==> config.mk <==
export PLATFORM = sky130hd
export DESIGN_NAME = mp3_frame_header_finder_top_flat
export DESIGN_NICKNAME = d
export VERILOG_FILES = /design/src/hw/rtl/mp3fhf_pkg.sv /design/src/hw/rtl/mp3fhf_if.sv /design/src/hw/rtl/mp3fhf_scan.sv /design/src/hw/rtl/mp3fhf_queue.sv /design/src/hw/rtl/mp3fhf_decode.sv /design/src/hw/rtl/mp3_frame_header_finder_top.sv /design/src/flat_wrapper.sv
export SDC_FILE = /design/constraint.sdc
export NUM_CORES = 1
export LEC_CHECK = 0
export BUFFER_PORTS_ARGS = -buffer_cell sky130_fd_sc_hd__buf_2
export CAP_MARGIN = 20
export CORE_MARGIN = 2
export CORE_UTILIZATION = 67
export CTS_CLUSTER_SIZE = 12
export DETAILED_ROUTE_END_ITERATION = 10
export GPL_ROUTABILITY_DRIVEN = 1
export GPL_TIMING_DRIVEN = 0
export HOLD_SLACK_MARGIN = 0.02
export PLACE_DENSITY = 0.86
export SLEW_MARGIN = 20
export SYNTH_ARGS = -nofsm -noshare
export SYNTH_HDL_FRONTEND = slang
export SYNTH_HIERARCHICAL = 1
export SYNTH_SLANG_ARGS = --single-unit
==> constraint.sdc <==
create_clock -name clock -period 16.22 [get_ports clock]
set_clock_uncertainty 0.1 [all_clocks]
set_input_delay 1.622 -clock clock [delete_from_list [all_inputs] [get_ports clock]]
set_output_delay 1.622 -clock clock [all_outputs]
set_load 0.05 [all_outputs]
==> src/hw/rtl/mp3fhf_pkg.sv <==
// ----------------------------------------------------------------------------
// MP3 frame header finder package
// Types, codes, constants and lookup tables shared by the finder's modules.
// ----------------------------------------------------------------------------
package mp3fhf_pkg;

   localparam int POSITION_WIDTH_DEFAULT = 32;
   localparam int QUEUE_DEPTH            = 2;
   localparam int DIVIDEND_WIDTH         = 29;
   localparam int DIV_STEPS              = DIVIDEND_WIDTH;

   localparam logic [7:0] SYNC_BYTE  = 8'hFF;
   localparam logic [2:0] SYNC_BITS  = 3'h7;
   localparam logic [7:0] ID3_CHAR_I = 8'h49;
   localparam logic [7:0] ID3_CHAR_D = 8'h44;
   localparam logic [7:0] ID3_CHAR_3 = 8'h33;
   localparam logic [29:0] TAG_HEADER_BYTES = 30'd10;

   localparam logic [1:0] VERSION_BITS_MPEG1 = 2'b11;
   localparam logic [1:0] VERSION_BITS_MPEG2 = 2'b10;
   localparam logic [1:0] LAYER_BITS_LAYER3  = 2'b01;
   localparam logic [1:0] RATE_INDEX_RESERVED = 2'b11;
   localparam logic [1:0] MODE_MONO          = 2'b11;

   localparam logic [1:0] VERSION_NONE  = 2'd0;
   localparam logic [1:0] VERSION_MPEG1 = 2'd1;
   localparam logic [1:0] VERSION_MPEG2 = 2'd2;

   localparam logic [10:0] SAMPLES_MPEG1 = 11'd1152;
   localparam logic [10:0] SAMPLES_MPEG2 = 11'd576;
   localparam logic [9:0]  KBPS_SCALE    = 10'd1000;

   typedef enum logic [2:0] {
      STATUS_OK          = 3'd0,
      STATUS_BAD_VERSION = 3'd1,
      STATUS_NOT_LAYER3  = 3'd2,
      STATUS_BAD_RATE    = 3'd3,
      STATUS_NO_SYNC     = 3'd4
   } status_type;

   typedef enum logic [1:0] {
      PHASE_TAG_CHECK,
      PHASE_TAG_HEADER,
      PHASE_SCAN,
      PHASE_DONE
   } phase_type;

   typedef enum logic {
      ENTRY_HEADER,
      ENTRY_NO_SYNC
   } entry_kind_type;

   typedef enum logic [2:0] {
      BACK_IDLE,
      BACK_DECODE,
      BACK_MUL_RATE,
      BACK_MUL_SAMPLES,
      BACK_DIVIDE,
      BACK_FRAME,
      BACK_DONE
   } back_state_type;

   typedef struct packed {
      entry_kind_type kind;
      logic [23:0]    hdr_bytes;
      logic [29:0]    tag_bytes;
      logic [31:0]    position;
   } entry_type;

   typedef struct packed {
      logic full;
      logic empty;
   } queue_status_type;

   typedef struct packed {
      status_type  status;
      logic [1:0]  mpeg_version;
      logic [8:0]  bitrate_kbps;
      logic [15:0] sample_rate_hz;
      logic [1:0]  channel_count;
      logic        padding_bit;
      logic [10:0] frame_bytes;
      logic [15:0] avg_bytes_per_sec;
      logic [29:0] tag_bytes;
      logic [31:0] header_position;
   } result_type;

   function automatic logic [8:0] bitrate_lookup(input logic is_mpeg2,
                                                 input logic [3:0] index);
      logic [8:0] kbps;
      if (!is_mpeg2) begin
         unique case (index)
            4'd1:    kbps = 9'd32;
            4'd2:    kbps = 9'd40;
            4'd3:    kbps = 9'd48;
            4'd4:    kbps = 9'd56;
            4'd5:    kbps = 9'd64;
            4'd6:    kbps = 9'd80;
            4'd7:    kbps = 9'd96;
            4'd8:    kbps = 9'd112;
            4'd9:    kbps = 9'd128;
            4'd10:   kbps = 9'd160;
            4'd11:   kbps = 9'd192;
            4'd12:   kbps = 9'd224;
            4'd13:   kbps = 9'd256;
            4'd14:   kbps = 9'd320;
            default: kbps = 9'd0;
         endcase
      end else begin
         unique case (index)
            4'd1:    kbps = 9'd8;
            4'd2:    kbps = 9'd16;
            4'd3:    kbps = 9'd24;
            4'd4:    kbps = 9'd32;
            4'd5:    kbps = 9'd40;
            4'd6:    kbps = 9'd48;
            4'd7:    kbps = 9'd56;
            4'd8:    kbps = 9'd64;
            4'd9:    kbps = 9'd80;
            4'd10:   kbps = 9'd96;
            4'd11:   kbps = 9'd112;
            4'd12:   kbps = 9'd128;
            4'd13:   kbps = 9'd144;
            4'd14:   kbps = 9'd160;
            default: kbps = 9'd0;
         endcase
      end
      return kbps;
   endfunction

   function automatic logic [15:0] rate_lookup(input logic is_mpeg2,
                                               input logic [1:0] index);
      logic [15:0] hz;
      unique case (index)
         2'd0:    hz = is_mpeg2 ? 16'd22050 : 16'd44100;
         2'd1:    hz = is_mpeg2 ? 16'd24000 : 16'd48000;
         2'd2:    hz = is_mpeg2 ? 16'd16000 : 16'd32000;
         default: hz = 16'd0;
      endcase
      return hz;
   endfunction

endpackage

==> src/hw/rtl/mp3fhf_if.sv <==
// ----------------------------------------------------------------------------
// MP3 frame header finder channels
// Valid/ready channels for the byte stream and for the header results.
// ----------------------------------------------------------------------------
interface mp3fhf_req_if;
   logic       valid;
   logic       ready;
   logic [7:0] data_byte;
   logic       stream_start;
   logic       stream_end;

   modport source (output valid, data_byte, stream_start, stream_end, input ready);
   modport sink   (input valid, data_byte, stream_start, stream_end, output ready);
endinterface

interface mp3fhf_rsp_if;
   logic        valid;
   logic        ready;
   logic [2:0]  status;
   logic [1:0]  mpeg_version;
   logic [8:0]  bitrate_kbps;
   logic [15:0] sample_rate_hz;
   logic [1:0]  channel_count;
   logic        padding_bit;
   logic [10:0] frame_bytes;
   logic [15:0] avg_bytes_per_sec;
   logic [29:0] tag_bytes;
   logic [31:0] header_position;

   modport source (output valid, status, mpeg_version, bitrate_kbps, sample_rate_hz,
                   channel_count, padding_bit, frame_bytes, avg_bytes_per_sec,
                   tag_bytes, header_position, input ready);
   modport sink   (input valid, status, mpeg_version, bitrate_kbps, sample_rate_hz,
                   channel_count, padding_bit, frame_bytes, avg_bytes_per_sec,
                   tag_bytes, header_position, output ready);
endinterface

==> src/hw/rtl/mp3fhf_scan.sv <==
// ----------------------------------------------------------------------------
// MP3 frame header finder byte scanner
// Tracks the tag header and the sliding window; queues a found header or a
// missing-sync notice for the decoder.
// ----------------------------------------------------------------------------
module mp3fhf_scan #(
   parameter int POSITION_WIDTH = mp3fhf_pkg::POSITION_WIDTH_DEFAULT
) (
   input  logic                  clock,
   input  logic                  reset,
   input  logic                  in_accept,
   input  logic [7:0]            data_byte,
   input  logic                  stream_start,
   input  logic                  stream_end,
   output logic                  push,
   output mp3fhf_pkg::entry_type push_entry
);
   import mp3fhf_pkg::*;

   localparam int CW = (POSITION_WIDTH > 31) ? POSITION_WIDTH : 31;

   logic [23:0]               window_ff, window_in;
   logic [POSITION_WIDTH-1:0] count_ff, count_in;
   phase_type                 phase_ff, phase_in;
   logic [29:0]               tag_ff, tag_in;
   logic                      reported_ff, reported_in;

   // State as seen by this byte: a start byte sees the cleared state.
   logic [23:0]               cur_window;
   logic [POSITION_WIDTH-1:0] cur_count;
   phase_type                 cur_phase;
   logic [29:0]               cur_tag;
   logic                      cur_reported;

   logic                      is_id3;
   logic                      at_magic_end;
   logic                      tag_header_done;
   logic                      sync_hit;
   logic                      emit_header;
   logic                      emit_end;
   logic                      reaches_scan;
   logic [29:0]               size_part;
   logic [29:0]               tag_step;
   logic [POSITION_WIDTH-1:0] hdr_position;

   assign cur_window   = stream_start ? '0 : window_ff;
   assign cur_count    = stream_start ? '0 : count_ff;
   assign cur_phase    = stream_start ? PHASE_TAG_CHECK : phase_ff;
   assign cur_tag      = stream_start ? '0 : tag_ff;
   assign cur_reported = stream_start ? 1'b0 : reported_ff;

   assign is_id3 = (cur_window[15:8] == ID3_CHAR_I) && (cur_window[7:0] == ID3_CHAR_D) &&
                   (data_byte == ID3_CHAR_3);
   assign at_magic_end    = (cur_count == POSITION_WIDTH'(2));
   assign tag_header_done = (cur_count >= POSITION_WIDTH'(9));
   assign sync_hit = (CW'(cur_count) >= CW'(cur_tag) + CW'(3)) &&
                     (cur_window[23:16] == SYNC_BYTE) && (cur_window[15:13] == SYNC_BITS);

   assign emit_header = !cur_reported && (cur_phase == PHASE_SCAN) && sync_hit;
   assign emit_end    = !cur_reported && stream_end && !emit_header;

   // Size bytes six to nine of the tag header carry 7-bit groups, top group first.
   always_comb begin
      priority if (cur_count == POSITION_WIDTH'(6)) size_part = 30'(data_byte) << 21;
      else if (cur_count == POSITION_WIDTH'(7))     size_part = 30'(data_byte) << 14;
      else if (cur_count == POSITION_WIDTH'(8))     size_part = 30'(data_byte) << 7;
      else if (cur_count == POSITION_WIDTH'(9))     size_part = 30'(data_byte);
      else                                          size_part = '0;
   end

   always_comb begin
      tag_step = cur_tag;
      if (cur_phase == PHASE_TAG_CHECK && at_magic_end && !is_id3) begin
         tag_step = '0;
      end else if (cur_phase == PHASE_TAG_HEADER) begin
         tag_step = tag_header_done ? ((cur_tag | size_part) + TAG_HEADER_BYTES)
                                    : (cur_tag | size_part);
      end
   end

   assign reaches_scan = (cur_phase == PHASE_SCAN) || (cur_phase == PHASE_DONE) ||
                         (cur_phase == PHASE_TAG_CHECK && at_magic_end && !is_id3) ||
                         (cur_phase == PHASE_TAG_HEADER && tag_header_done);

   assign hdr_position = cur_count - POSITION_WIDTH'(3);

   // Next phase and report flag.
   always_comb begin
      phase_in    = phase_ff;
      reported_in = reported_ff;
      if (in_accept) begin
         phase_in    = cur_phase;
         reported_in = cur_reported;
         if (!cur_reported) begin
            unique case (cur_phase)
               PHASE_TAG_CHECK: begin
                  if (at_magic_end) phase_in = is_id3 ? PHASE_TAG_HEADER : PHASE_SCAN;
               end
               PHASE_TAG_HEADER: begin
                  if (tag_header_done) phase_in = PHASE_SCAN;
               end
               PHASE_SCAN: begin
                  if (sync_hit) phase_in = PHASE_DONE;
               end
               PHASE_DONE: begin
                  phase_in = PHASE_DONE;
               end
            endcase
            if (emit_end) phase_in = PHASE_DONE;
            if (emit_header || emit_end) reported_in = 1'b1;
         end
      end
   end

   // Window, position, tag size and queue writes.
   always_comb begin
      window_in  = window_ff;
      count_in   = count_ff;
      tag_in     = tag_ff;
      push       = 1'b0;
      push_entry = '{kind: ENTRY_HEADER, hdr_bytes: {cur_window[15:0], data_byte},
                     tag_bytes: cur_tag, position: 32'(hdr_position)};
      if (in_accept) begin
         window_in = cur_window;
         count_in  = cur_count;
         tag_in    = cur_tag;
         if (!cur_reported) begin
            window_in = {cur_window[15:0], data_byte};
            count_in  = (cur_count == '1) ? cur_count : cur_count + POSITION_WIDTH'(1);
            tag_in    = tag_step;
            if (emit_header) begin
               push = 1'b1;
            end else if (emit_end) begin
               push       = 1'b1;
               push_entry = '{kind: ENTRY_NO_SYNC, hdr_bytes: '0,
                              tag_bytes: reaches_scan ? tag_step : '0, position: '0};
            end
         end
      end
   end

   always_ff @(posedge clock) begin
      if (reset) begin
         window_ff   <= '0;
         count_ff    <= '0;
         phase_ff    <= PHASE_TAG_CHECK;
         tag_ff      <= '0;
         reported_ff <= 1'b0;
      end else begin
         window_ff   <= window_in;
         count_ff    <= count_in;
         phase_ff    <= phase_in;
         tag_ff      <= tag_in;
         reported_ff <= reported_in;
      end
   end

endmodule

==> src/hw/rtl/mp3fhf_queue.sv <==
// ----------------------------------------------------------------------------
// MP3 frame header finder queue
// Small first-in first-out buffer between the scanner and the decoder.
// ----------------------------------------------------------------------------
module mp3fhf_queue (
   input  logic                         clock,
   input  logic                         reset,
   input  logic                         push,
   input  mp3fhf_pkg::entry_type        push_entry,
   input  logic                         pop,
   output mp3fhf_pkg::entry_type        pop_entry,
   output mp3fhf_pkg::queue_status_type queue_status
);
   import mp3fhf_pkg::*;

   localparam int PTR_W = (QUEUE_DEPTH > 1) ? $clog2(QUEUE_DEPTH) : 1;
   localparam int CNT_W = $clog2(QUEUE_DEPTH + 1);

   entry_type        slot_ff [QUEUE_DEPTH];
   logic [PTR_W-1:0] wr_ptr_ff, wr_ptr_in;
   logic [PTR_W-1:0] rd_ptr_ff, rd_ptr_in;
   logic [CNT_W-1:0] fill_ff, fill_in;
   logic             do_push;
   logic             do_pop;

   assign queue_status.full  = (fill_ff == CNT_W'(QUEUE_DEPTH));
   assign queue_status.empty = (fill_ff == '0);
   assign do_push   = push && !queue_status.full;
   assign do_pop    = pop && !queue_status.empty;
   assign pop_entry = slot_ff[rd_ptr_ff];

   always_comb begin
      wr_ptr_in = wr_ptr_ff;
      rd_ptr_in = rd_ptr_ff;
      fill_in   = fill_ff;
      if (do_push) begin
         wr_ptr_in = (wr_ptr_ff == PTR_W'(QUEUE_DEPTH - 1)) ? '0 : wr_ptr_ff + PTR_W'(1);
      end
      if (do_pop) begin
         rd_ptr_in = (rd_ptr_ff == PTR_W'(QUEUE_DEPTH - 1)) ? '0 : rd_ptr_ff + PTR_W'(1);
      end
      if (do_push && !do_pop) fill_in = fill_ff + CNT_W'(1);
      else if (do_pop && !do_push) fill_in = fill_ff - CNT_W'(1);
   end

   always_ff @(posedge clock) begin
      if (reset) begin
         wr_ptr_ff <= '0;
         rd_ptr_ff <= '0;
         fill_ff   <= '0;
      end else begin
         wr_ptr_ff <= wr_ptr_in;
         rd_ptr_ff <= rd_ptr_in;
         fill_ff   <= fill_in;
      end
   end

   always_ff @(posedge clock) begin
      if (do_push) slot_ff[wr_ptr_ff] <= push_entry;
   end

endmodule

==> src/hw/rtl/mp3fhf_decode.sv <==
// ----------------------------------------------------------------------------
// MP3 frame header finder decoder
// Decodes one queued header: table lookups, two multiplies and a bit-serial
// divide for the frame length; holds the result until it is taken.
// ----------------------------------------------------------------------------
module mp3fhf_decode (
   input  logic                   clock,
   input  logic                   reset,
   input  logic                   entry_valid,
   input  mp3fhf_pkg::entry_type  entry,
   output logic                   pop,
   output logic                   rsp_valid,
   input  logic                   rsp_ready,
   output mp3fhf_pkg::result_type result
);
   import mp3fhf_pkg::*;

   localparam int STEP_W = $clog2(DIV_STEPS);

   back_state_type            state_ff, state_in;
   entry_type                 entry_ff;
   result_type                result_ff;
   logic [18:0]               rate_prod_ff;
   logic [DIVIDEND_WIDTH-1:0] dividend_ff;
   logic [15:0]               rem_ff;
   logic [STEP_W-1:0]         step_ff;

   logic [7:0]  b1, b2, b3;
   logic        is_mpeg2;
   status_type  status_c;
   result_type  decoded_c;
   logic [16:0] rem_shift;
   logic [17:0] trial;
   logic [10:0] samples;

   assign b1 = entry_ff.hdr_bytes[23:16];
   assign b2 = entry_ff.hdr_bytes[15:8];
   assign b3 = entry_ff.hdr_bytes[7:0];
   assign is_mpeg2 = (b1[4:3] == VERSION_BITS_MPEG2);

   always_comb begin
      priority if (entry_ff.kind == ENTRY_NO_SYNC) status_c = STATUS_NO_SYNC;
      else if (b1[4:3] != VERSION_BITS_MPEG1 && b1[4:3] != VERSION_BITS_MPEG2)
         status_c = STATUS_BAD_VERSION;
      else if (b1[2:1] != LAYER_BITS_LAYER3) status_c = STATUS_NOT_LAYER3;
      else if (b2[3:2] == RATE_INDEX_RESERVED) status_c = STATUS_BAD_RATE;
      else status_c = STATUS_OK;
   end

   // Fields known right after the table lookups; the rest follow later.
   always_comb begin
      decoded_c                 = '0;
      decoded_c.status          = status_c;
      decoded_c.tag_bytes       = entry_ff.tag_bytes;
      decoded_c.header_position = entry_ff.position;
      if (status_c == STATUS_OK) begin
         decoded_c.mpeg_version   = is_mpeg2 ? VERSION_MPEG2 : VERSION_MPEG1;
         decoded_c.bitrate_kbps   = bitrate_lookup(is_mpeg2, b2[7:4]);
         decoded_c.sample_rate_hz = rate_lookup(is_mpeg2, b2[3:2]);
         decoded_c.channel_count  = (b3[7:6] == MODE_MONO) ? 2'd1 : 2'd2;
         decoded_c.padding_bit    = b2[1];
      end
   end

   assign samples   = (result_ff.mpeg_version == VERSION_MPEG1) ? SAMPLES_MPEG1 : SAMPLES_MPEG2;
   assign rem_shift = {rem_ff, dividend_ff[DIVIDEND_WIDTH-1]};
   assign trial     = {1'b0, rem_shift} - {2'b00, result_ff.sample_rate_hz};

   // Next state.
   always_comb begin
      state_in = state_ff;
      unique case (state_ff)
         BACK_IDLE:        if (entry_valid) state_in = BACK_DECODE;
         BACK_DECODE:      state_in = (status_c == STATUS_OK) ? BACK_MUL_RATE : BACK_DONE;
         BACK_MUL_RATE:    state_in = BACK_MUL_SAMPLES;
         BACK_MUL_SAMPLES: state_in = BACK_DIVIDE;
         BACK_DIVIDE:      if (step_ff == STEP_W'(DIV_STEPS - 1)) state_in = BACK_FRAME;
         BACK_FRAME:       state_in = BACK_DONE;
         BACK_DONE:        if (rsp_ready) state_in = BACK_IDLE;
         default:          state_in = BACK_IDLE;
      endcase
   end

   // Outputs.
   always_comb begin
      pop       = (state_ff == BACK_IDLE) && entry_valid;
      rsp_valid = (state_ff == BACK_DONE);
      result    = result_ff;
   end

   always_ff @(posedge clock) begin
      if (reset) state_ff <= BACK_IDLE;
      else       state_ff <= state_in;
   end

   always_ff @(posedge clock) begin
      unique case (state_ff)
         BACK_IDLE: begin
            if (entry_valid) entry_ff <= entry;
         end
         BACK_DECODE: begin
            result_ff <= decoded_c;
         end
         BACK_MUL_RATE: begin
            rate_prod_ff <= 19'(result_ff.bitrate_kbps) * 19'(KBPS_SCALE);
         end
         BACK_MUL_SAMPLES: begin
            result_ff.avg_bytes_per_sec <= 16'(rate_prod_ff >> 3);
            dividend_ff <= DIVIDEND_WIDTH'(30'(rate_prod_ff) * 30'(samples));
            rem_ff      <= '0;
            step_ff     <= '0;
         end
         BACK_DIVIDE: begin
            // One restoring step; quotient bits shift in behind the dividend.
            if (!trial[17]) begin
               rem_ff      <= trial[15:0];
               dividend_ff <= {dividend_ff[DIVIDEND_WIDTH-2:0], 1'b1};
            end else begin
               rem_ff      <= rem_shift[15:0];
               dividend_ff <= {dividend_ff[DIVIDEND_WIDTH-2:0], 1'b0};
            end
            step_ff <= step_ff + STEP_W'(1);
         end
         BACK_FRAME: begin
            result_ff.frame_bytes <= 11'(dividend_ff >> 3) + 11'(result_ff.padding_bit);
         end
         BACK_DONE: begin
            result_ff <= result_ff;
         end
         default: begin
            result_ff <= result_ff;
         end
      endcase
   end

endmodule

==> src/hw/rtl/mp3_frame_header_finder_top.sv <==
// ----------------------------------------------------------------------------
// MP3 frame header finder
// Finds the first MPEG audio frame header of a file and reports its fields.
// ----------------------------------------------------------------------------
// The block takes an MP3 file one byte per transaction on the request channel,
// with stream_start on the first byte and stream_end on the last. A leading
// ID3v2 tag is measured and skipped, then a four-byte window slides over the
// bytes until frame sync is seen. Exactly one response transaction comes per
// file: either the decoded header or a status of no sync at the end of the
// file. Bytes after that response are dropped until the next stream_start.
// The scanner takes one byte per clock cycle and stalls only when its
// two-entry queue toward the decoder is full, which needs several files in a
// row ending faster than the decoder drains them. A valid header passes through
// the decoder (queue pop, decode, two multiplies, 29 steps of the bit-serial
// frame-length divide, final add) before the response shows; error and no-sync
// responses skip the arithmetic. The response is held in a register until it
// is taken, while the scanner keeps consuming bytes. Header positions count
// from zero in a POSITION_WIDTH-bit counter that saturates at all ones.
// ----------------------------------------------------------------------------
module mp3_frame_header_finder_top #(
   parameter int POSITION_WIDTH = mp3fhf_pkg::POSITION_WIDTH_DEFAULT
) (
   input logic          clock,
   input logic          reset,
   mp3fhf_req_if.sink   req_ch,
   mp3fhf_rsp_if.source rsp_ch
);
   import mp3fhf_pkg::*;

   logic             in_accept;
   logic             push;
   entry_type        push_entry;
   logic             pop;
   entry_type        pop_entry;
   queue_status_type queue_status;
   result_type       result;

   // A byte is taken whenever the queue has room for what it might produce.
   assign req_ch.ready = !queue_status.full;
   assign in_accept    = req_ch.valid && req_ch.ready;

   mp3fhf_scan #(
      .POSITION_WIDTH(POSITION_WIDTH)
   ) u_scan (
      .clock        (clock),
      .reset        (reset),
      .in_accept    (in_accept),
      .data_byte    (req_ch.data_byte),
      .stream_start (req_ch.stream_start),
      .stream_end   (req_ch.stream_end),
      .push         (push),
      .push_entry   (push_entry)
   );

   mp3fhf_queue u_queue (
      .clock        (clock),
      .reset        (reset),
      .push         (push),
      .push_entry   (push_entry),
      .pop          (pop),
      .pop_entry    (pop_entry),
      .queue_status (queue_status)
   );

   mp3fhf_decode u_decode (
      .clock       (clock),
      .reset       (reset),
      .entry_valid (!queue_status.empty),
      .entry       (pop_entry),
      .pop         (pop),
      .rsp_valid   (rsp_ch.valid),
      .rsp_ready   (rsp_ch.ready),
      .result      (result)
   );

   // The response payload comes straight from the decoder's result register.
   assign rsp_ch.status            = result.status;
   assign rsp_ch.mpeg_version      = result.mpeg_version;
   assign rsp_ch.bitrate_kbps      = result.bitrate_kbps;
   assign rsp_ch.sample_rate_hz    = result.sample_rate_hz;
   assign rsp_ch.channel_count     = result.channel_count;
   assign rsp_ch.padding_bit       = result.padding_bit;
   assign rsp_ch.frame_bytes       = result.frame_bytes;
   assign rsp_ch.avg_bytes_per_sec = result.avg_bytes_per_sec;
   assign rsp_ch.tag_bytes         = result.tag_bytes;
   assign rsp_ch.header_position   = result.header_position;

endmodule

==> src/flat_wrapper.sv <==
// flat-port wrapper written by rule: the top's interface ports become plain ports
module mp3_frame_header_finder_top_flat import mp3fhf_pkg::*;
#(
   parameter int POSITION_WIDTH = mp3fhf_pkg::POSITION_WIDTH_DEFAULT
)
  (clock, reset, req_ch_valid, req_ch_data_byte, req_ch_stream_start, req_ch_stream_end, req_ch_ready, rsp_ch_valid, rsp_ch_status, rsp_ch_mpeg_version, rsp_ch_bitrate_kbps, rsp_ch_sample_rate_hz, rsp_ch_channel_count, rsp_ch_padding_bit, rsp_ch_frame_bytes, rsp_ch_avg_bytes_per_sec, rsp_ch_tag_bytes, rsp_ch_header_position, rsp_ch_ready);
  mp3fhf_req_if req_ch_i ();
  mp3fhf_rsp_if rsp_ch_i ();
  input logic clock;
  input logic reset;
  input wire logic [$bits(req_ch_i.valid)-1:0] req_ch_valid;
  input wire logic [$bits(req_ch_i.data_byte)-1:0] req_ch_data_byte;
  input wire logic [$bits(req_ch_i.stream_start)-1:0] req_ch_stream_start;
  input wire logic [$bits(req_ch_i.stream_end)-1:0] req_ch_stream_end;
  output wire logic [$bits(req_ch_i.ready)-1:0] req_ch_ready;
  output wire logic [$bits(rsp_ch_i.valid)-1:0] rsp_ch_valid;
  output wire logic [$bits(rsp_ch_i.status)-1:0] rsp_ch_status;
  output wire logic [$bits(rsp_ch_i.mpeg_version)-1:0] rsp_ch_mpeg_version;
  output wire logic [$bits(rsp_ch_i.bitrate_kbps)-1:0] rsp_ch_bitrate_kbps;
  output wire logic [$bits(rsp_ch_i.sample_rate_hz)-1:0] rsp_ch_sample_rate_hz;
  output wire logic [$bits(rsp_ch_i.channel_count)-1:0] rsp_ch_channel_count;
  output wire logic [$bits(rsp_ch_i.padding_bit)-1:0] rsp_ch_padding_bit;
  output wire logic [$bits(rsp_ch_i.frame_bytes)-1:0] rsp_ch_frame_bytes;
  output wire logic [$bits(rsp_ch_i.avg_bytes_per_sec)-1:0] rsp_ch_avg_bytes_per_sec;
  output wire logic [$bits(rsp_ch_i.tag_bytes)-1:0] rsp_ch_tag_bytes;
  output wire logic [$bits(rsp_ch_i.header_position)-1:0] rsp_ch_header_position;
  input wire logic [$bits(rsp_ch_i.ready)-1:0] rsp_ch_ready;
  assign req_ch_i.valid = req_ch_valid;
  assign req_ch_i.data_byte = req_ch_data_byte;
  assign req_ch_i.stream_start = req_ch_stream_start;
  assign req_ch_i.stream_end = req_ch_stream_end;
  assign req_ch_ready = req_ch_i.ready;
  assign rsp_ch_valid = rsp_ch_i.valid;
  assign rsp_ch_status = rsp_ch_i.status;
  assign rsp_ch_mpeg_version = rsp_ch_i.mpeg_version;
  assign rsp_ch_bitrate_kbps = rsp_ch_i.bitrate_kbps;
  assign rsp_ch_sample_rate_hz = rsp_ch_i.sample_rate_hz;
  assign rsp_ch_channel_count = rsp_ch_i.channel_count;
  assign rsp_ch_padding_bit = rsp_ch_i.padding_bit;
  assign rsp_ch_frame_bytes = rsp_ch_i.frame_bytes;
  assign rsp_ch_avg_bytes_per_sec = rsp_ch_i.avg_bytes_per_sec;
  assign rsp_ch_tag_bytes = rsp_ch_i.tag_bytes;
  assign rsp_ch_header_position = rsp_ch_i.header_position;
  assign rsp_ch_i.ready = rsp_ch_ready;
  mp3_frame_header_finder_top #(.POSITION_WIDTH(POSITION_WIDTH)) u_core (.clock(clock), .reset(reset), .req_ch(req_ch_i), .rsp_ch(rsp_ch_i));
endmodule
==> results by group <==
Worst setup path
  – CP bufs+invs: 11
  – Critical path class: primary input to flop
  – Req. time, crit path: 16.43 ns
  – Crit path max-delay family: buffers and inverters
  – Worst r2r src: u_core/u_scan/tag_ff[1]$_SDFFE_PP0P_
  – Worst r2r path cells: 17
  – Slowest CP cell: clkbuf_1
  – R2r setup slk: between 9 and 10 ns
  – CP arrival: 10.29 ns
  – Reg2reg end: u_core/u_queue/slot_ff[0][33]$_DFFE_PP_
  – Crit-path most repeated cell: buf_2
  – Startpoint Class: primary input
  – Worst-path fanout max: 10
  – Crit-path cells: buf_2, buf_2, clkbuf_1, buf_2, buf_4, buf_2, clkbuf_1, buf_2, buf_1, clkbuf_1, or3_1, ha_1, a21oi_1, o21ai_0, a31o_2, a2111oi_1, o221ai_1, a21oi_1, clkbuf_1, nand2_1, o32ai_1
  – Crit. End Element: flop
  – CP max stage delay: between 0.7 and 0.8 ns

Timing
  – Worst slew pin tran: 1.09 ns
  – Rel. slew slack: around 28%
  – Setup_tns: 0 ns
  – Fin crit share: 62.1%
  – RSZ-0062 raised after global routing: false
  – Tmin final: a little over 10 ns
  – Fmax: approximately 0.099 GHz
  – Final Setup Violations: 0
  – Final Hold Viols: 0
  – Worst Slack Setup Final: approximately 6.1 ns
  – Pins Over Slew Limit: 0

CTS
  – Clock latency on the worst-skew pair: around 0.61 ns
  – Post_cts resized: 0
  – Buffer count from post-CTS setup fixing: 0
  – CTS buffer count: 52
  – H-tree levels: 2
  – Clk sink count: 511
  – CTS root buf: clkbuf_16
  – CTS Buffer Depth: 3
  – Hold-fix buffers, CTS: 0
  – Worst-path clk slew: approximately 0.060 ns
  – CTS tree: yes

Placement
  – RePlAce Congestion: about 1.0
  – Placed Area: about 28,000 um2
  – Post-Place Setup Slack: roughly 6 ns
  – PortBufs: roughly 130
  – DP HPWL: roughly 48,000 um

Floorplan
  – Core area: about 40,000 um2
  – I/O pin cnt: approximately 140
  – FP Rows: 73
  – Initial Utilization: between 60% and 70%
  – Die area: between 40,000 and 50,000 um2
  – Die Y: around 200 um
  – Die width: ~200 um

Synth
  – Avg Cell Area, Syn: 11.4 um2
  – Synth Instances: ~2,300
  – Synth warn: 6
  – Post-Syn Area: 26,800 um2

GRT
  – Tot GR Track Use: roughly a third
  – Total grt overflow: 0
  – Vias in the first global route: between 15,000 and 20,000
  – Largest net degree at the start of global routing: 44
  – First-pass GRT wire length: 104,000 um
  – Initial antenna violation count: 0

Power
  – Static Leak: 11.6 nW
  – Clk network pwr share: between 20% and 30%
  – Power per cell area: 181 nW/um2
  – P_int: between 3 and 4 mW
  – Seq pwr share: between 30% and 40%
  – Switching power: around 2.0 mW
  – Pwr Total: ~5.4 mW
  – Gate power share: 42.6%
  – Maximum VDD drop: roughly 0.22 mV
  – Switching share of power: between 30% and 40%

Cells and area
  – Register area: between 10,000 and 15,000 um2
  – Commonest non-fill, non-tap cell in the layout: edfxtp_1
  – Filler cells: around 2,500
  – Synth-to-layout area growth: 11.9%
  – Most frequent cells in the layout: edfxtp_1 (403), nand2_1 (224), nor2_1 (200)
  – Share of cells above drive strength 1: 14.2%
  – Final nets: 2,756
  – Multi-input gate area: ~12,000 um2
  – Post-layout util: 75.7%
  – # diodes: 0
  – Final Instance Area: between 20,000 and 30,000 um2

Min path
  – Hold path cells: 0
  – Endpoint of the worst hold path: u_core/u_decode/result[39]$_DFFE_PN_
  – Hold Crit Start: u_core/u_decode/decoded_c[39]$_DFFE_PP_
  – Worst min-delay path category: flop to flop

Routing
  – DR iter-0 viols: around 2,200
  – DRC viols: 0
  – Routed WL: 67,100 um
  – Routed vias/inst: about 6.3
  – Drt pass-1 iters: 7
  – Routed len/inst: 21.4 um
  – Final antenna-violating net count: 0
  – Total number of vias: between 15,000 and 20,000

Outcome
  – Outcome: finished clean

Flow run
  – MaxCap Viol Count: 0
-- registers in the layout, summed over array words and instances (netlist names), named ones only --
name,flops
u_core/u_decode/dividend_ff,29
u_core/u_decode/entry_ff,1
u_core/u_scan/count_ff,32
u_core/u_scan/phase_ff,2
u_core/u_scan/tag_ff,30
u_core/u_decode/rem_ff,16
u_core/u_decode/decoded_c,62
u_core/u_decode/b1,4
u_core/u_queue/slot_ff,152
u_core/u_queue/wr_ptr_ff,1
u_core/u_decode/b2,7
u_core/u_decode/step_ff,5
u_core/u_queue/fill_ff,2
u_core/u_decode/state_ff,3
u_core/u_decode/b3,2
u_core/u_decode/result,112
u_core/u_scan/window_ff,24
u_core/u_queue/rd_ptr_ff,1
u_core/u_decode/rate_prod_ff,13
u_core/u_scan/reported_ff,1
-- layer usage --
| layer | global-route usage [%] | share of wire (%) |
|---|---|---|
| met5 | 0 | 0 |
| met4 | 14.7 | 4.7 |
| met3 | 4.53 | 7.8 |
| met2 | 54.7 | 48 |
| met1 | 41.9 | 39 |
-- final cells by class --
| type | count | area share [%] |
|---|---|---|
| Sequential cell | 511 | 47.6 |
| Clock buffer | 85 | 4.88 |
| Multi-Input combinational cell | 1626 | 38.8 |
| Tap cell | 525 | 2.19 |
| Buffer | 112 | 1.83 |
| Inverter | 122 | 1.54 |
| Clock inverter | 12 | 0.496 |
| Timing Repair Buffer | 138 | 2.70 |
-- stage by stage --
step | hold slack [ns] | std cells
final | 0.311 | 3131
after detailed placement | 0.305 | 3034
after floorplan | 0.300 | 2371
after global placement | 0.303 | 3022
after CTS | 0.313 | 3131
after global routing | 0.320 | 3131
-- power by group through the flow --
stage               registers (mW)  logic (mW)  clock network, mW
floorplan                     2.15        1.52                  0
global placement              2.00        2.10                  0
detailed placement            1.99        2.25                  0
CTS                           1.97        2.30               1.16
global route                  1.99        2.56               1.20
finish                        1.97        2.31               1.14
-- how the worst max path moves through the flow --
stage,from,end,slack (ns),cells after the start
after global routing,req_ch_stream_start,u_core/u_queue/slot_ff[0][33]$_DFFE_PP_,6.27,21
after CTS,req_ch_stream_start,u_core/u_queue/slot_ff[0][33]$_DFFE_PP_,6.55,21
final,req_ch_stream_start,u_core/u_queue/slot_ff[0][33]$_DFFE_PP_,6.14,21
after detailed placement,req_ch_stream_start,u_core/u_queue/slot_ff[1][33]$_DFFE_PP_,5.98,21
after floorplan,req_ch_stream_start,u_core/u_queue/slot_ff[1][0]$_DFFE_PP_,8.56,20
after global placement,req_ch_stream_start,u_core/u_queue/slot_ff[1][44]$_DFFE_PP_,4.70,22
Power figures use the tool's default switching activity.
